<file path="config.mk">
export PLATFORM = sky130hd
export DESIGN_NAME = indexed_linked_list_engine_core
export DESIGN_NICKNAME = d
export VERILOG_FILES = /design/src/rtl/idxll_pkg.sv /design/src/rtl/idxll_ctrl.sv /design/src/rtl/idxll_dp.sv /design/src/rtl/indexed_linked_list_engine_core.sv
export VERILOG_INCLUDE_DIRS = /design/src /design/src/rtl
export SDC_FILE = /design/constraint.sdc
export NUM_CORES = 2
export LEC_CHECK = 0
export BUFFER_PORTS_ARGS = -buffer_cell sky130_fd_sc_hd__buf_4
export CAP_MARGIN = 20
export CELL_PAD_IN_SITES_DETAIL_PLACEMENT = 1
export CELL_PAD_IN_SITES_GLOBAL_PLACEMENT = 2
export CORE_ASPECT_RATIO = 0.7
export CORE_MARGIN = 10
export CORE_UTILIZATION = 51
export CTS_BUF_LIST = sky130_fd_sc_hd__clkbuf_16
export CTS_CLUSTER_DIAMETER = 30
export DETAILED_ROUTE_END_ITERATION = 6
export GPL_ROUTABILITY_DRIVEN = 0
export PLACE_DENSITY_LB_ADDON = 0.12
export RECOVER_POWER = 100
export SLEW_MARGIN = 20
export SYNTH_ARGS = -nofsm -noshare
export SYNTH_HDL_FRONTEND = slang
export SYNTH_HIERARCHICAL = 1
export SYNTH_SLANG_ARGS = --single-unit
export TNS_END_PERCENT = 30
</file>
<file path="constraint.sdc">
create_clock -name clk_i -period 11 [get_ports clk_i]
set_input_delay 0.55 -clock clk_i [delete_from_list [all_inputs] [get_ports clk_i]]
set_output_delay 0.55 -clock clk_i [all_outputs]
set_load 0.01 [all_outputs]
</file>
<file path="src/rtl/indexed_linked_list_engine_core_assert.svh">
// assertion macros for the list engine rtl
// no dependencies; included by idxll_dp, which carries concurrent checks
`ifndef INDEXED_LINKED_LIST_ENGINE_CORE_ASSERT_SVH
`define INDEXED_LINKED_LIST_ENGINE_CORE_ASSERT_SVH

// same-cycle implication, disabled while in reset
`define ILL_ASSERT_IMP(lbl, clk, rstn, ante, cons) \
  lbl: assert property (@(posedge clk) disable iff (!rstn) (ante) |-> (cons)) \
    else $error("list engine check failed");

// next-cycle implication, disabled while in reset
`define ILL_ASSERT_NXT(lbl, clk, rstn, ante, cons) \
  lbl: assert property (@(posedge clk) disable iff (!rstn) (ante) |=> (cons)) \
    else $error("list engine check failed");

`endif

</file>
<file path="src/rtl/idxll_pkg.sv">
// shared types for the indexed linked list engine
// no dependencies; used by controller, datapath and top level
`default_nettype none

package idxll_pkg;

  typedef enum logic [2:0] {
    REQ_READ   = 3'd0,
    REQ_WRITE  = 3'd1,
    REQ_INSERT = 3'd2,
    REQ_APPEND = 3'd3,
    REQ_REMOVE = 3'd4,
    REQ_SEARCH = 3'd5
  } req_e;

  typedef enum logic [1:0] {
    STS_OK        = 2'd0,
    STS_RANGE     = 2'd1,
    STS_FULL      = 2'd2,
    STS_NOT_FOUND = 2'd3
  } status_e;

  typedef enum logic [3:0] {
    S_INIT, S_IDLE, S_DECODE, S_ALLOC, S_ALLOC2, S_WALK, S_RDWR, S_INS_A,
    S_INS_B, S_REM0, S_REM_A, S_REM_B, S_REM_C, S_SRCH, S_FINISH
  } state_e;

  typedef enum logic [1:0] {TGT_POS, TGT_POS_M1, TGT_ZERO} tgt_e;
  typedef enum logic [1:0] {WA_SLOT, WA_CUR, WA_PREV} waddr_e;
  typedef enum logic [1:0] {WD_HEAD, WD_RD, WD_SLOT, WD_FREE} wdata_e;
  typedef enum logic {HD_SLOT, HD_RD} head_e;

  typedef struct packed {
    logic    load;
    logic    init_wr;
    logic    set_pos_count;
    logic    walk_setup;
    tgt_e    tgt;
    logic    walk_step;
    logic    cnt_dec;
    logic    cnt_inc;
    logic    alloc_rd;
    logic    free_from_rd;
    logic    free_to_cur;
    logic    link_we;
    waddr_e  waddr;
    wdata_e  wdata;
    logic    head_we;
    head_e   head_src;
    logic    count_inc;
    logic    count_dec;
    logic    prev_save;
    logic    elem_wr_cur;
    logic    res_we;
    status_e res_status;
    logic    res_data;
    logic    res_found;
    logic    out_load;
  } cmd_t;

  typedef struct packed {
    req_e req;
    logic pos_lt_count;
    logic pos_le_count;
    logic full;
    logic pos_zero;
    logic cnt_zero;
    logic search_done;
    logic match;
    logic init_last;
  } sts_t;

endpackage

`default_nettype wire

</file>
<file path="src/rtl/idxll_ctrl.sv">
// sequencing state machine for the list engine
// depends on idxll_pkg; drives commands into idxll_dp
`default_nettype none

module idxll_ctrl (
  input  wire logic             clk_i,
  input  wire logic             rst_ni,
  input  wire logic             s_axis_tvalid,
  output logic                  s_axis_tready,
  output logic                  m_axis_tvalid,
  input  wire logic             m_axis_tready,
  input  wire idxll_pkg::sts_t  sts_i,
  output idxll_pkg::cmd_t       cmd_o
);

  idxll_pkg::state_e state_q, state_d;
  logic              oval_q, oval_d;
  logic              out_free;

  assign out_free      = !oval_q || m_axis_tready;
  assign m_axis_tvalid = oval_q;
  assign s_axis_tready = (state_q == idxll_pkg::S_IDLE);

  always_ff @(posedge clk_i or negedge rst_ni) begin
    if (!rst_ni) begin
      state_q <= idxll_pkg::S_INIT;
      oval_q  <= 1'b0;
    end else begin
      state_q <= state_d;
      oval_q  <= oval_d;
    end
  end

  always_comb begin
    cmd_o            = '0;
    cmd_o.tgt        = idxll_pkg::TGT_POS;
    cmd_o.waddr      = idxll_pkg::WA_SLOT;
    cmd_o.wdata      = idxll_pkg::WD_HEAD;
    cmd_o.head_src   = idxll_pkg::HD_SLOT;
    cmd_o.res_status = idxll_pkg::STS_OK;
    state_d          = state_q;
    oval_d           = oval_q && !m_axis_tready;

    case (state_q)
      idxll_pkg::S_INIT: begin
        cmd_o.init_wr = 1'b1;
        if (sts_i.init_last) state_d = idxll_pkg::S_IDLE;
      end
      idxll_pkg::S_IDLE: begin
        if (s_axis_tvalid) begin
          cmd_o.load = 1'b1;
          state_d    = idxll_pkg::S_DECODE;
        end
      end
      idxll_pkg::S_DECODE: begin
        case (sts_i.req)
          idxll_pkg::REQ_READ, idxll_pkg::REQ_WRITE: begin
            if (!sts_i.pos_lt_count) begin
              cmd_o.res_we     = 1'b1;
              cmd_o.res_status = idxll_pkg::STS_RANGE;
              state_d          = idxll_pkg::S_FINISH;
            end else begin
              cmd_o.walk_setup = 1'b1;
              cmd_o.tgt        = idxll_pkg::TGT_POS;
              state_d          = idxll_pkg::S_WALK;
            end
          end
          idxll_pkg::REQ_INSERT: begin
            if (!sts_i.pos_le_count) begin
              cmd_o.res_we     = 1'b1;
              cmd_o.res_status = idxll_pkg::STS_RANGE;
              state_d          = idxll_pkg::S_FINISH;
            end else if (sts_i.full) begin
              cmd_o.res_we     = 1'b1;
              cmd_o.res_status = idxll_pkg::STS_FULL;
              state_d          = idxll_pkg::S_FINISH;
            end else begin
              state_d = idxll_pkg::S_ALLOC;
            end
          end
          idxll_pkg::REQ_APPEND: begin
            if (sts_i.full) begin
              cmd_o.res_we     = 1'b1;
              cmd_o.res_status = idxll_pkg::STS_FULL;
              state_d          = idxll_pkg::S_FINISH;
            end else begin
              cmd_o.set_pos_count = 1'b1;
              state_d             = idxll_pkg::S_ALLOC;
            end
          end
          idxll_pkg::REQ_REMOVE: begin
            if (!sts_i.pos_lt_count) begin
              cmd_o.res_we     = 1'b1;
              cmd_o.res_status = idxll_pkg::STS_RANGE;
              state_d          = idxll_pkg::S_FINISH;
            end else begin
              cmd_o.walk_setup = 1'b1;
              cmd_o.tgt        = sts_i.pos_zero ? idxll_pkg::TGT_POS : idxll_pkg::TGT_POS_M1;
              state_d          = idxll_pkg::S_WALK;
            end
          end
          idxll_pkg::REQ_SEARCH: begin
            cmd_o.walk_setup = 1'b1;
            cmd_o.tgt        = idxll_pkg::TGT_ZERO;
            state_d          = idxll_pkg::S_SRCH;
          end
          default: begin
            cmd_o.res_we = 1'b1;
            state_d      = idxll_pkg::S_FINISH;
          end
        endcase
      end
      idxll_pkg::S_ALLOC: begin
        cmd_o.alloc_rd = 1'b1;
        state_d        = idxll_pkg::S_ALLOC2;
      end
      idxll_pkg::S_ALLOC2: begin
        cmd_o.free_from_rd = 1'b1;
        if (sts_i.pos_zero) begin
          cmd_o.link_we   = 1'b1;
          cmd_o.waddr     = idxll_pkg::WA_SLOT;
          cmd_o.wdata     = idxll_pkg::WD_HEAD;
          cmd_o.head_we   = 1'b1;
          cmd_o.head_src  = idxll_pkg::HD_SLOT;
          cmd_o.count_inc = 1'b1;
          cmd_o.res_we    = 1'b1;
          state_d         = idxll_pkg::S_FINISH;
        end else begin
          cmd_o.walk_setup = 1'b1;
          cmd_o.tgt        = idxll_pkg::TGT_POS_M1;
          state_d          = idxll_pkg::S_WALK;
        end
      end
      idxll_pkg::S_WALK: begin
        cmd_o.walk_step = 1'b1;
        if (!sts_i.cnt_zero) begin
          cmd_o.cnt_dec = 1'b1;
        end else begin
          case (sts_i.req)
            idxll_pkg::REQ_READ, idxll_pkg::REQ_WRITE: state_d = idxll_pkg::S_RDWR;
            idxll_pkg::REQ_INSERT, idxll_pkg::REQ_APPEND: state_d = idxll_pkg::S_INS_A;
            default: state_d = sts_i.pos_zero ? idxll_pkg::S_REM0 : idxll_pkg::S_REM_A;
          endcase
        end
      end
      idxll_pkg::S_RDWR: begin
        cmd_o.elem_wr_cur = (sts_i.req == idxll_pkg::REQ_WRITE);
        cmd_o.res_we      = 1'b1;
        cmd_o.res_data    = 1'b1;
        state_d           = idxll_pkg::S_FINISH;
      end
      idxll_pkg::S_INS_A: begin
        cmd_o.link_we = 1'b1;
        cmd_o.waddr   = idxll_pkg::WA_SLOT;
        cmd_o.wdata   = idxll_pkg::WD_RD;
        state_d       = idxll_pkg::S_INS_B;
      end
      idxll_pkg::S_INS_B: begin
        cmd_o.link_we   = 1'b1;
        cmd_o.waddr     = idxll_pkg::WA_CUR;
        cmd_o.wdata     = idxll_pkg::WD_SLOT;
        cmd_o.count_inc = 1'b1;
        cmd_o.res_we    = 1'b1;
        state_d         = idxll_pkg::S_FINISH;
      end
      idxll_pkg::S_REM0: begin
        cmd_o.head_we     = 1'b1;
        cmd_o.head_src    = idxll_pkg::HD_RD;
        cmd_o.link_we     = 1'b1;
        cmd_o.waddr       = idxll_pkg::WA_CUR;
        cmd_o.wdata       = idxll_pkg::WD_FREE;
        cmd_o.free_to_cur = 1'b1;
        cmd_o.count_dec   = 1'b1;
        cmd_o.res_we      = 1'b1;
        cmd_o.res_data    = 1'b1;
        state_d           = idxll_pkg::S_FINISH;
      end
      idxll_pkg::S_REM_A: begin
        cmd_o.prev_save = 1'b1;
        cmd_o.walk_step = 1'b1;
        state_d         = idxll_pkg::S_REM_B;
      end
      idxll_pkg::S_REM_B: begin
        cmd_o.link_we = 1'b1;
        cmd_o.waddr   = idxll_pkg::WA_PREV;
        cmd_o.wdata   = idxll_pkg::WD_RD;
        state_d       = idxll_pkg::S_REM_C;
      end
      idxll_pkg::S_REM_C: begin
        cmd_o.link_we     = 1'b1;
        cmd_o.waddr       = idxll_pkg::WA_CUR;
        cmd_o.wdata       = idxll_pkg::WD_FREE;
        cmd_o.free_to_cur = 1'b1;
        cmd_o.count_dec   = 1'b1;
        cmd_o.res_we      = 1'b1;
        cmd_o.res_data    = 1'b1;
        state_d           = idxll_pkg::S_FINISH;
      end
      idxll_pkg::S_SRCH: begin
        if (sts_i.match) begin
          cmd_o.res_we    = 1'b1;
          cmd_o.res_found = 1'b1;
          state_d         = idxll_pkg::S_FINISH;
        end else if (sts_i.search_done) begin
          cmd_o.res_we     = 1'b1;
          cmd_o.res_status = idxll_pkg::STS_NOT_FOUND;
          state_d          = idxll_pkg::S_FINISH;
        end else begin
          cmd_o.walk_step = 1'b1;
          cmd_o.cnt_inc   = 1'b1;
        end
      end
      idxll_pkg::S_FINISH: begin
        if (out_free) begin
          cmd_o.out_load = 1'b1;
          oval_d         = 1'b1;
          state_d        = idxll_pkg::S_IDLE;
        end
      end
      default: state_d = idxll_pkg::S_IDLE;
    endcase
  end

endmodule

`default_nettype wire

</file>
<file path="src/rtl/idxll_dp.sv">
// slot memories, list pointers, walk counter and result registers
// depends on idxll_pkg and the assertion header; driven by idxll_ctrl
`default_nettype none

`include "indexed_linked_list_engine_core_assert.svh"

module idxll_dp #(
  parameter int CAPACITY   = 32,
  parameter int ELEM_WIDTH = 32
) (
  input  wire logic              clk_i,
  input  wire logic              rst_ni,
  input  wire logic [2:0]        req_type_i,
  input  wire logic [4:0]        position_i,
  input  wire logic [31:0]       value_i,
  input  wire idxll_pkg::cmd_t   cmd_i,
  output idxll_pkg::sts_t        sts_o,
  output logic [1:0]             status_o,
  output logic [31:0]            data_out_o,
  output logic [4:0]             found_position_o,
  output logic [5:0]             item_count_o
);

  localparam int PW   = (CAPACITY > 1) ? $clog2(CAPACITY) : 1;
  localparam int LW   = $clog2(CAPACITY + 1);
  localparam int CMPW = (LW > 5) ? LW : 5;
  localparam logic [LW-1:0] NULL_LINK = LW'(CAPACITY);
  localparam logic [LW-1:0] LAST_SLOT = LW'(CAPACITY - 1);

  logic [LW-1:0]         link_mem [CAPACITY];
  logic [ELEM_WIDTH-1:0] elem_mem [CAPACITY];

  logic [LW-1:0] head_q, head_d, free_q, free_d, count_q, count_d;
  logic [LW-1:0] cur_q, cur_d, cnt_q, cnt_d;
  logic          pend_q, pend_d, sv_q, sv_d;
  logic [LW-1:0] prev_q, slot_q, link_rd_q;
  logic [ELEM_WIDTH-1:0] elem_rd_q, val_q;
  logic [2:0]    req_q;
  logic [CMPW-1:0] pos_q;

  logic [1:0]  res_status_q, out_status_q;
  logic [31:0] res_data_q, out_data_q;
  logic [4:0]  res_found_q, out_found_q;
  logic [5:0]  res_count_q, out_count_q;

  logic [LW-1:0] eff, lk_raddr, lk_waddr, lk_wdata;
  logic          lk_we, lk_re;
  logic [LW-1:0] el_waddr;
  logic          el_we;
  logic [63:0]   val_ext, rd_ext;

  assign eff     = pend_q ? link_rd_q : cur_q;
  assign val_ext = 64'($signed(value_i));
  assign rd_ext  = 64'($signed(elem_rd_q));

  // link and element memory port selection
  always_comb begin
    lk_re    = cmd_i.walk_step || cmd_i.alloc_rd;
    lk_raddr = cmd_i.alloc_rd ? free_q : eff;
    lk_we    = cmd_i.init_wr || cmd_i.link_we;
    lk_waddr = cnt_q;
    lk_wdata = (cnt_q == LAST_SLOT) ? NULL_LINK : cnt_q + LW'(1);
    if (!cmd_i.init_wr) begin
      case (cmd_i.waddr)
        idxll_pkg::WA_SLOT: lk_waddr = slot_q;
        idxll_pkg::WA_CUR:  lk_waddr = cur_q;
        idxll_pkg::WA_PREV: lk_waddr = prev_q;
        default:            lk_waddr = slot_q;
      endcase
      case (cmd_i.wdata)
        idxll_pkg::WD_HEAD: lk_wdata = head_q;
        idxll_pkg::WD_RD:   lk_wdata = link_rd_q;
        idxll_pkg::WD_SLOT: lk_wdata = slot_q;
        idxll_pkg::WD_FREE: lk_wdata = free_q;
        default:            lk_wdata = head_q;
      endcase
    end
    el_we    = cmd_i.alloc_rd || cmd_i.elem_wr_cur;
    el_waddr = cmd_i.alloc_rd ? free_q : cur_q;
  end

  always_ff @(posedge clk_i) begin
    if (lk_we) link_mem[lk_waddr[PW-1:0]] <= lk_wdata;
    if (lk_re) link_rd_q <= link_mem[lk_raddr[PW-1:0]];
  end

  always_ff @(posedge clk_i) begin
    if (el_we) elem_mem[el_waddr[PW-1:0]] <= val_q;
    if (cmd_i.walk_step) elem_rd_q <= elem_mem[eff[PW-1:0]];
  end

  // pointer and counter updates
  always_comb begin
    head_d  = head_q;
    free_d  = free_q;
    count_d = count_q;
    cur_d   = cur_q;
    pend_d  = pend_q;
    sv_d    = sv_q;
    cnt_d   = cnt_q;
    if (cmd_i.init_wr) cnt_d = cnt_q + LW'(1);
    if (cmd_i.walk_setup) begin
      cur_d  = head_q;
      pend_d = 1'b0;
      sv_d   = 1'b0;
      case (cmd_i.tgt)
        idxll_pkg::TGT_POS:    cnt_d = LW'(pos_q);
        idxll_pkg::TGT_POS_M1: cnt_d = LW'(pos_q - CMPW'(1));
        idxll_pkg::TGT_ZERO:   cnt_d = {LW{1'b0}};
        default:               cnt_d = {LW{1'b0}};
      endcase
    end
    if (cmd_i.walk_step) begin
      cur_d  = eff;
      pend_d = 1'b1;
      sv_d   = 1'b1;
    end
    if (cmd_i.cnt_dec) cnt_d = cnt_q - LW'(1);
    if (cmd_i.cnt_inc) cnt_d = cnt_q + LW'(1);
    if (cmd_i.free_from_rd) free_d = link_rd_q;
    if (cmd_i.free_to_cur)  free_d = cur_q;
    if (cmd_i.head_we) head_d = (cmd_i.head_src == idxll_pkg::HD_RD) ? link_rd_q : slot_q;
    if (cmd_i.count_inc) count_d = count_q + LW'(1);
    if (cmd_i.count_dec) count_d = count_q - LW'(1);
  end

  always_ff @(posedge clk_i or negedge rst_ni) begin
    if (!rst_ni) begin
      head_q  <= NULL_LINK;
      free_q  <= {LW{1'b0}};
      count_q <= {LW{1'b0}};
      cur_q   <= {LW{1'b0}};
      pend_q  <= 1'b0;
      sv_q    <= 1'b0;
      cnt_q   <= {LW{1'b0}};
    end else begin
      head_q  <= head_d;
      free_q  <= free_d;
      count_q <= count_d;
      cur_q   <= cur_d;
      pend_q  <= pend_d;
      sv_q    <= sv_d;
      cnt_q   <= cnt_d;
    end
  end

  // request, slot and result payload
  always_ff @(posedge clk_i) begin
    if (cmd_i.load) begin
      req_q <= req_type_i;
      pos_q <= CMPW'(position_i);
      val_q <= val_ext[ELEM_WIDTH-1:0];
    end
    if (cmd_i.set_pos_count) pos_q <= CMPW'(count_q);
    if (cmd_i.alloc_rd)      slot_q <= free_q;
    if (cmd_i.prev_save)     prev_q <= cur_q;
    if (cmd_i.res_we) begin
      res_status_q <= cmd_i.res_status;
      res_data_q   <= cmd_i.res_data ? rd_ext[31:0] : 32'd0;
      res_found_q  <= cmd_i.res_found ? 5'(cnt_q - LW'(1)) : 5'd0;
      res_count_q  <= 6'(count_d);
    end
    if (cmd_i.out_load) begin
      out_status_q <= res_status_q;
      out_data_q   <= res_data_q;
      out_found_q  <= res_found_q;
      out_count_q  <= res_count_q;
    end
  end

  assign status_o         = out_status_q;
  assign data_out_o       = out_data_q;
  assign found_position_o = out_found_q;
  assign item_count_o     = out_count_q;

  always_comb begin
    sts_o.req          = idxll_pkg::req_e'(req_q);
    sts_o.pos_lt_count = pos_q < CMPW'(count_q);
    sts_o.pos_le_count = pos_q <= CMPW'(count_q);
    sts_o.full         = (count_q == NULL_LINK);
    sts_o.pos_zero     = (pos_q == {CMPW{1'b0}});
    sts_o.cnt_zero     = (cnt_q == {LW{1'b0}});
    sts_o.search_done  = (cnt_q == count_q);
    sts_o.match        = sv_q && (elem_rd_q == val_q);
    sts_o.init_last    = (cnt_q == LAST_SLOT);
  end

  `ILL_ASSERT_IMP(a_count_max, clk_i, rst_ni, 1'b1, count_q <= NULL_LINK)
  `ILL_ASSERT_IMP(a_empty_head, clk_i, rst_ni, count_q == {LW{1'b0}}, head_q == NULL_LINK)
  `ILL_ASSERT_IMP(a_head_empty, clk_i, rst_ni, head_q == NULL_LINK, count_q == {LW{1'b0}})
  `ILL_ASSERT_NXT(a_count_step, clk_i, rst_ni, 1'b1, (count_q == $past(count_q)) || (count_q == $past(count_q) + LW'(1)) || (count_q == $past(count_q) - LW'(1)))

endmodule

`default_nettype wire

</file>
<file path="src/rtl/indexed_linked_list_engine_core.sv">
// top level of the indexed linked list engine: stream ports, controller, datapath
// depends on idxll_pkg, idxll_ctrl and idxll_dp
//
// a positional list of up to CAPACITY elements held as a singly linked chain
// in a slot memory, with unused slots on a free chain. each input word is one
// request (read, overwrite, insert, append, remove, search) and yields exactly
// one output word with status, old or read element, found position and count.
// after reset the block runs a pass that chains the link memory and holds
// s_axis_tready low until it is done. the block takes one request at a time
// and accepts no new input word until the last one is finished. the walk
// follows one link per cycle through the registered link memory read port.
// a finished word waits in an output register while the next request is
// taken; a result that is still blocked by a stalled receiver holds the block
// in its finish step.
`default_nettype none

module indexed_linked_list_engine_core #(
  parameter int CAPACITY   = 32,
  parameter int ELEM_WIDTH = 32
) (
  input  wire logic        clk_i,
  input  wire logic        rst_ni,
  input  wire logic        s_axis_tvalid,
  output logic             s_axis_tready,
  // [2:0] req_type, [7:3] position, [39:8] value
  input  wire logic [39:0] s_axis_tdata,
  output logic             m_axis_tvalid,
  input  wire logic        m_axis_tready,
  // [1:0] status, [33:2] data_out, [38:34] found_position, [44:39] item_count
  output logic [47:0]      m_axis_tdata
);

  idxll_pkg::cmd_t cmd;
  idxll_pkg::sts_t sts;

  logic [1:0]  status;
  logic [31:0] data_out;
  logic [4:0]  found_position;
  logic [5:0]  item_count;

  // sequencing: decode, walk, link repair and result handoff
  idxll_ctrl u_ctrl (
    .clk_i         (clk_i),
    .rst_ni        (rst_ni),
    .s_axis_tvalid (s_axis_tvalid),
    .s_axis_tready (s_axis_tready),
    .m_axis_tvalid (m_axis_tvalid),
    .m_axis_tready (m_axis_tready),
    .sts_i         (sts),
    .cmd_o         (cmd)
  );

  // slot memories, pointers and result registers
  idxll_dp #(
    .CAPACITY   (CAPACITY),
    .ELEM_WIDTH (ELEM_WIDTH)
  ) u_dp (
    .clk_i            (clk_i),
    .rst_ni           (rst_ni),
    .req_type_i       (s_axis_tdata[2:0]),
    .position_i       (s_axis_tdata[7:3]),
    .value_i          (s_axis_tdata[39:8]),
    .cmd_i            (cmd),
    .sts_o            (sts),
    .status_o         (status),
    .data_out_o       (data_out),
    .found_position_o (found_position),
    .item_count_o     (item_count)
  );

  // output word, padded to whole bytes
  assign m_axis_tdata = {3'b000, item_count, found_position, data_out, status};

endmodule

`default_nettype wire

</file>
==> impl_results.md <==
- Asr flop ratio synth: 0.0237
- WL/cell: 33.3 um
- Vias in the first global route: approximately 37000
- Crit-path cells: clkbuf_1 -> a41oi_1 -> nor2_4 -> clkbuf_1
- Filler Cells Inserted: 10000
- Final period utilization: 0.743
- Worst-path fanout max: 47
- Final ANT Viol Nets: 0
- Clock transition at path regs: about 0.050 ns
- Clock Skew: between 0.03 and 0.04 ns
- IO buf count: 90
- Final wirelength: 182 mm
- EDFF count, synth: about 1400
- Yosys warnings: 6
- Non-Filler Cell Area, Final: between 0.06 and 0.07 sq mm
- Die width: roughly 420 um
- Slew HR: -1.83
- Syn_area_per_cell: 16.4 sq um
- Slack of the critical path: roughly 2.8 ns
- CTS tree: built
- Hold WS: between 0.06 and 0.07 ns
- Min Clock Period, post-route: 8.18 ns
- Worst VDD drop: about 0.30 mV
- Synthesized area: 0.0576 sq mm
- Clock sinks: roughly 1400
- Failing checks: capacitance limit, slew limit
- Commonest cells after routing, fill and taps aside: edfxtp_1, nand2_1, a21oi_1
- F_max: 0.122 GHz
- Worst-margin pin slew: approximately 4.3 ns
- # rows: ~100
- Post-CTS setup buffers: 0
- Initial antenna violation count: 6
- Final setup viols: 0
- Slowest-stage cell, CP: clkbuf_1
- Seq/Total Area, Yosys: 0.724
- Cells after Synth: 3511
- Yosys reg bits: about 1400
- Layout Nets: about 3800
- Clk root buf: clkbuf_16
- GR Util All Layers: 0.282
- CP most frequent cell: clkbuf_1
- Share of cells above drive strength 1: 0.192
- RSZ-0062 raised after global routing: false
- Area of the die: between 0.1 and 0.15 sq mm
- Pins Over Slew Limit: about 2400
- Detailed placer's ending HPWL: a little over 100 mm
- Worst min-delay path class: primary input to register
- # DRC: 0
- First-pass GRT wire length: around 260 mm
- Pwr Total: between 0.02 and 0.025 W
- DRT Pass-1 Iters: 6
- Fin. Hold Viols: 0
- CTS H-tree lvls: 4
- Most common cell after layout, fill and taps aside: edfxtp_1
- Die height: 301 um
- Status: complete, but fails checks
- Total CTS buffers: ~210
- Top_reg_cell synth: edfxtp_1
- Crit path buf inv count: 2
- Netlist cell types: 74
- Setup TNS: 0 ns
- Top cell family by delay on the critical path: buffers and inverters
- LEAKAGE: approximately 22 nW
- First-iteration detailed-routing DRC count: 4586
- Gr ovfl total: 0
- Vias post-DR: between 30000 and 40000
- Slowest stage delay, CP: roughly 2.7 ns
- Initial Util: 0.512
- Vias/cell: approximately 6.6
- CP Class: register to register
- Worst path arrival time: roughly 8.6 ns
- Area after DPL: 0.0608 sq mm
- Critical Path RT: roughly 11 ns
- P&R area growth vs syn: 17.4%
- Clk_lat worst skew: about 0.82 ns
- Max cap viols: around 80
- Pin count of the biggest net entering global routing: 126
- Critical path capture point type: register
- Pre-CTS setup slack: ~6.3 ns
- Clock tree buffer depth: 3
- I/O pins: 94
- CORE AREA: between 0.1 and 0.15 sq mm
- PD cells: about 320 mW/mm^2
- CP startpoint kind: register
worst reg2reg max path, stage by stage (launching register included):
cell,delay (ns)
dfrtp_2,0.38
clkbuf_1,2.72
a41oi_1,2.14
nor2_4,1.29
clkbuf_1,1.22
area by class of cell:
cell class | instances | area, sq um | area share
diodes | 3 | 7.51 | 0.000111
clock buffers | 218 | 5460 | 0.0806
clock inverters | 184 | 1660 | 0.0245
inverters | 92 | 350 | 0.00518
multi-input cells | 1788 | 15000 | 0.221
flip-flops and latches | 1395 | 41700 | 0.617
well taps | 1522 | 1900 | 0.0282
repair buffers | 255 | 1570 | 0.0233
routing by layer:
layer / track usage / part of all wire / vias up
met4: 0.100 / 0.029 / 4
met1: 0.415 / 0.42 / 19000
met3: 0.0708 / 0.12 / 358
li1: - / - / 14600
met5: 0 / 0.000099 / -
met2: 0.407 / 0.44 / 2045
Yosys cell counts (all sizes together), types with 33 or more instances:
cell    count  area (sq um)
edfxtp   1362         40900
nand2     401          1510
a21oi     294          1470
mux4      227          5110
clkbuf    140           526
o211ai    129           968
nor2      117           439
buf        98           549
inv        92           345
a41oi      67           587
o41ai      64           561
xnor2      45           394
and2       40           250
o21ai      37           189
a221o      36           360
and3       34           213
dfrtp      33           826
state kept, by name (all words and copies together) (netlist names), 4 cells and up:
name / cells
u_dp/elem_mem: 1024
u_dp/link_mem: 160
u_dp/data_out_o: 32
u_dp/elem_rd_q: 32
u_dp/res_data_q: 32
u_dp/val_q: 32
u_dp/cnt_q: 6
u_dp/count_q: 6
u_dp/item_count_o: 6
u_dp/pos_q: 6
u_dp/res_count_q: 6
u_dp/cur_q: 5
u_dp/found_position_o: 5
u_dp/free_q: 5
u_dp/head_q: 5
u_dp/link_rd_q: 5
u_dp/prev_q: 5
u_dp/res_found_q: 5
u_dp/slot_q: 5
u_ctrl/state_q: 4
power by group:
part / leakage [nW] / switching (W) / total [W] / internal (W)
registers: 12.7 / 0.000415 / 0.00713 / 0.00671
logic: 5.66 / 0.00538 / 0.00818 / 0.00280
clock network: 3.52 / 0.00254 / 0.00667 / 0.00413
cell families (layout without fill, tap and decap cells):
| family | after synthesis | in the layout | synth area share |
|---|---|---|---|
| mux | 282 | 282 | 0.0989 |
| compound gates | 735 | 735 | 0.0872 |
| fa+ha+maj | 16 | 16 | 0.00347 |
| buf+inv | 330 | 749 | 0.0246 |
| xor+xnor | 55 | 55 | 0.00836 |
| flops | 1395 | 1395 | 0.724 |
| simple gates | 697 | 697 | 0.0535 |
| other cells | 1 | 6 | 0.0000651 |
timing repair:
| action | CTS | global route |
|---|---|---|
| resized for setup | 0 | 0 |
| hold buffers | 37 | 0 |
| hold endpoints to repair | 69 | 0 |
stage by stage:
| stage | utilization | instances |
|---|---|---|
| 2_1_floorplan | - | 3513 |
| 3_3_place_gp | 0.538 | 5006 |
| 3_5_place_dp | 0.540 | 5015 |
| 4_1_cts | 0.607 | 5454 |
| 5_1_grt | 0.601 | 5454 |
| 6_report | 0.601 | 5457 |
worst paths after layout:
check,start,to,slack [ns],cells past startpoint
min in group asynchronous,rst_ni,u_dp/free_q[3],1.05,2
worst max register to register,u_dp/cur_q[0],u_dp/elem_mem[1][21],2.82,4
worst max-delay path,u_dp/cur_q[0],u_dp/elem_mem[1][21],2.82,4
worst min-delay path,s_axis_tdata[6],u_dp/pos_q[3],0.07,2
worst min register to register,u_dp/res_count_q[4],u_dp/item_count_o[4],0.41,0
max in group asynchronous,rst_ni,u_dp/cur_q[0],8.35,2
Power figures use the tool's default switching activity.
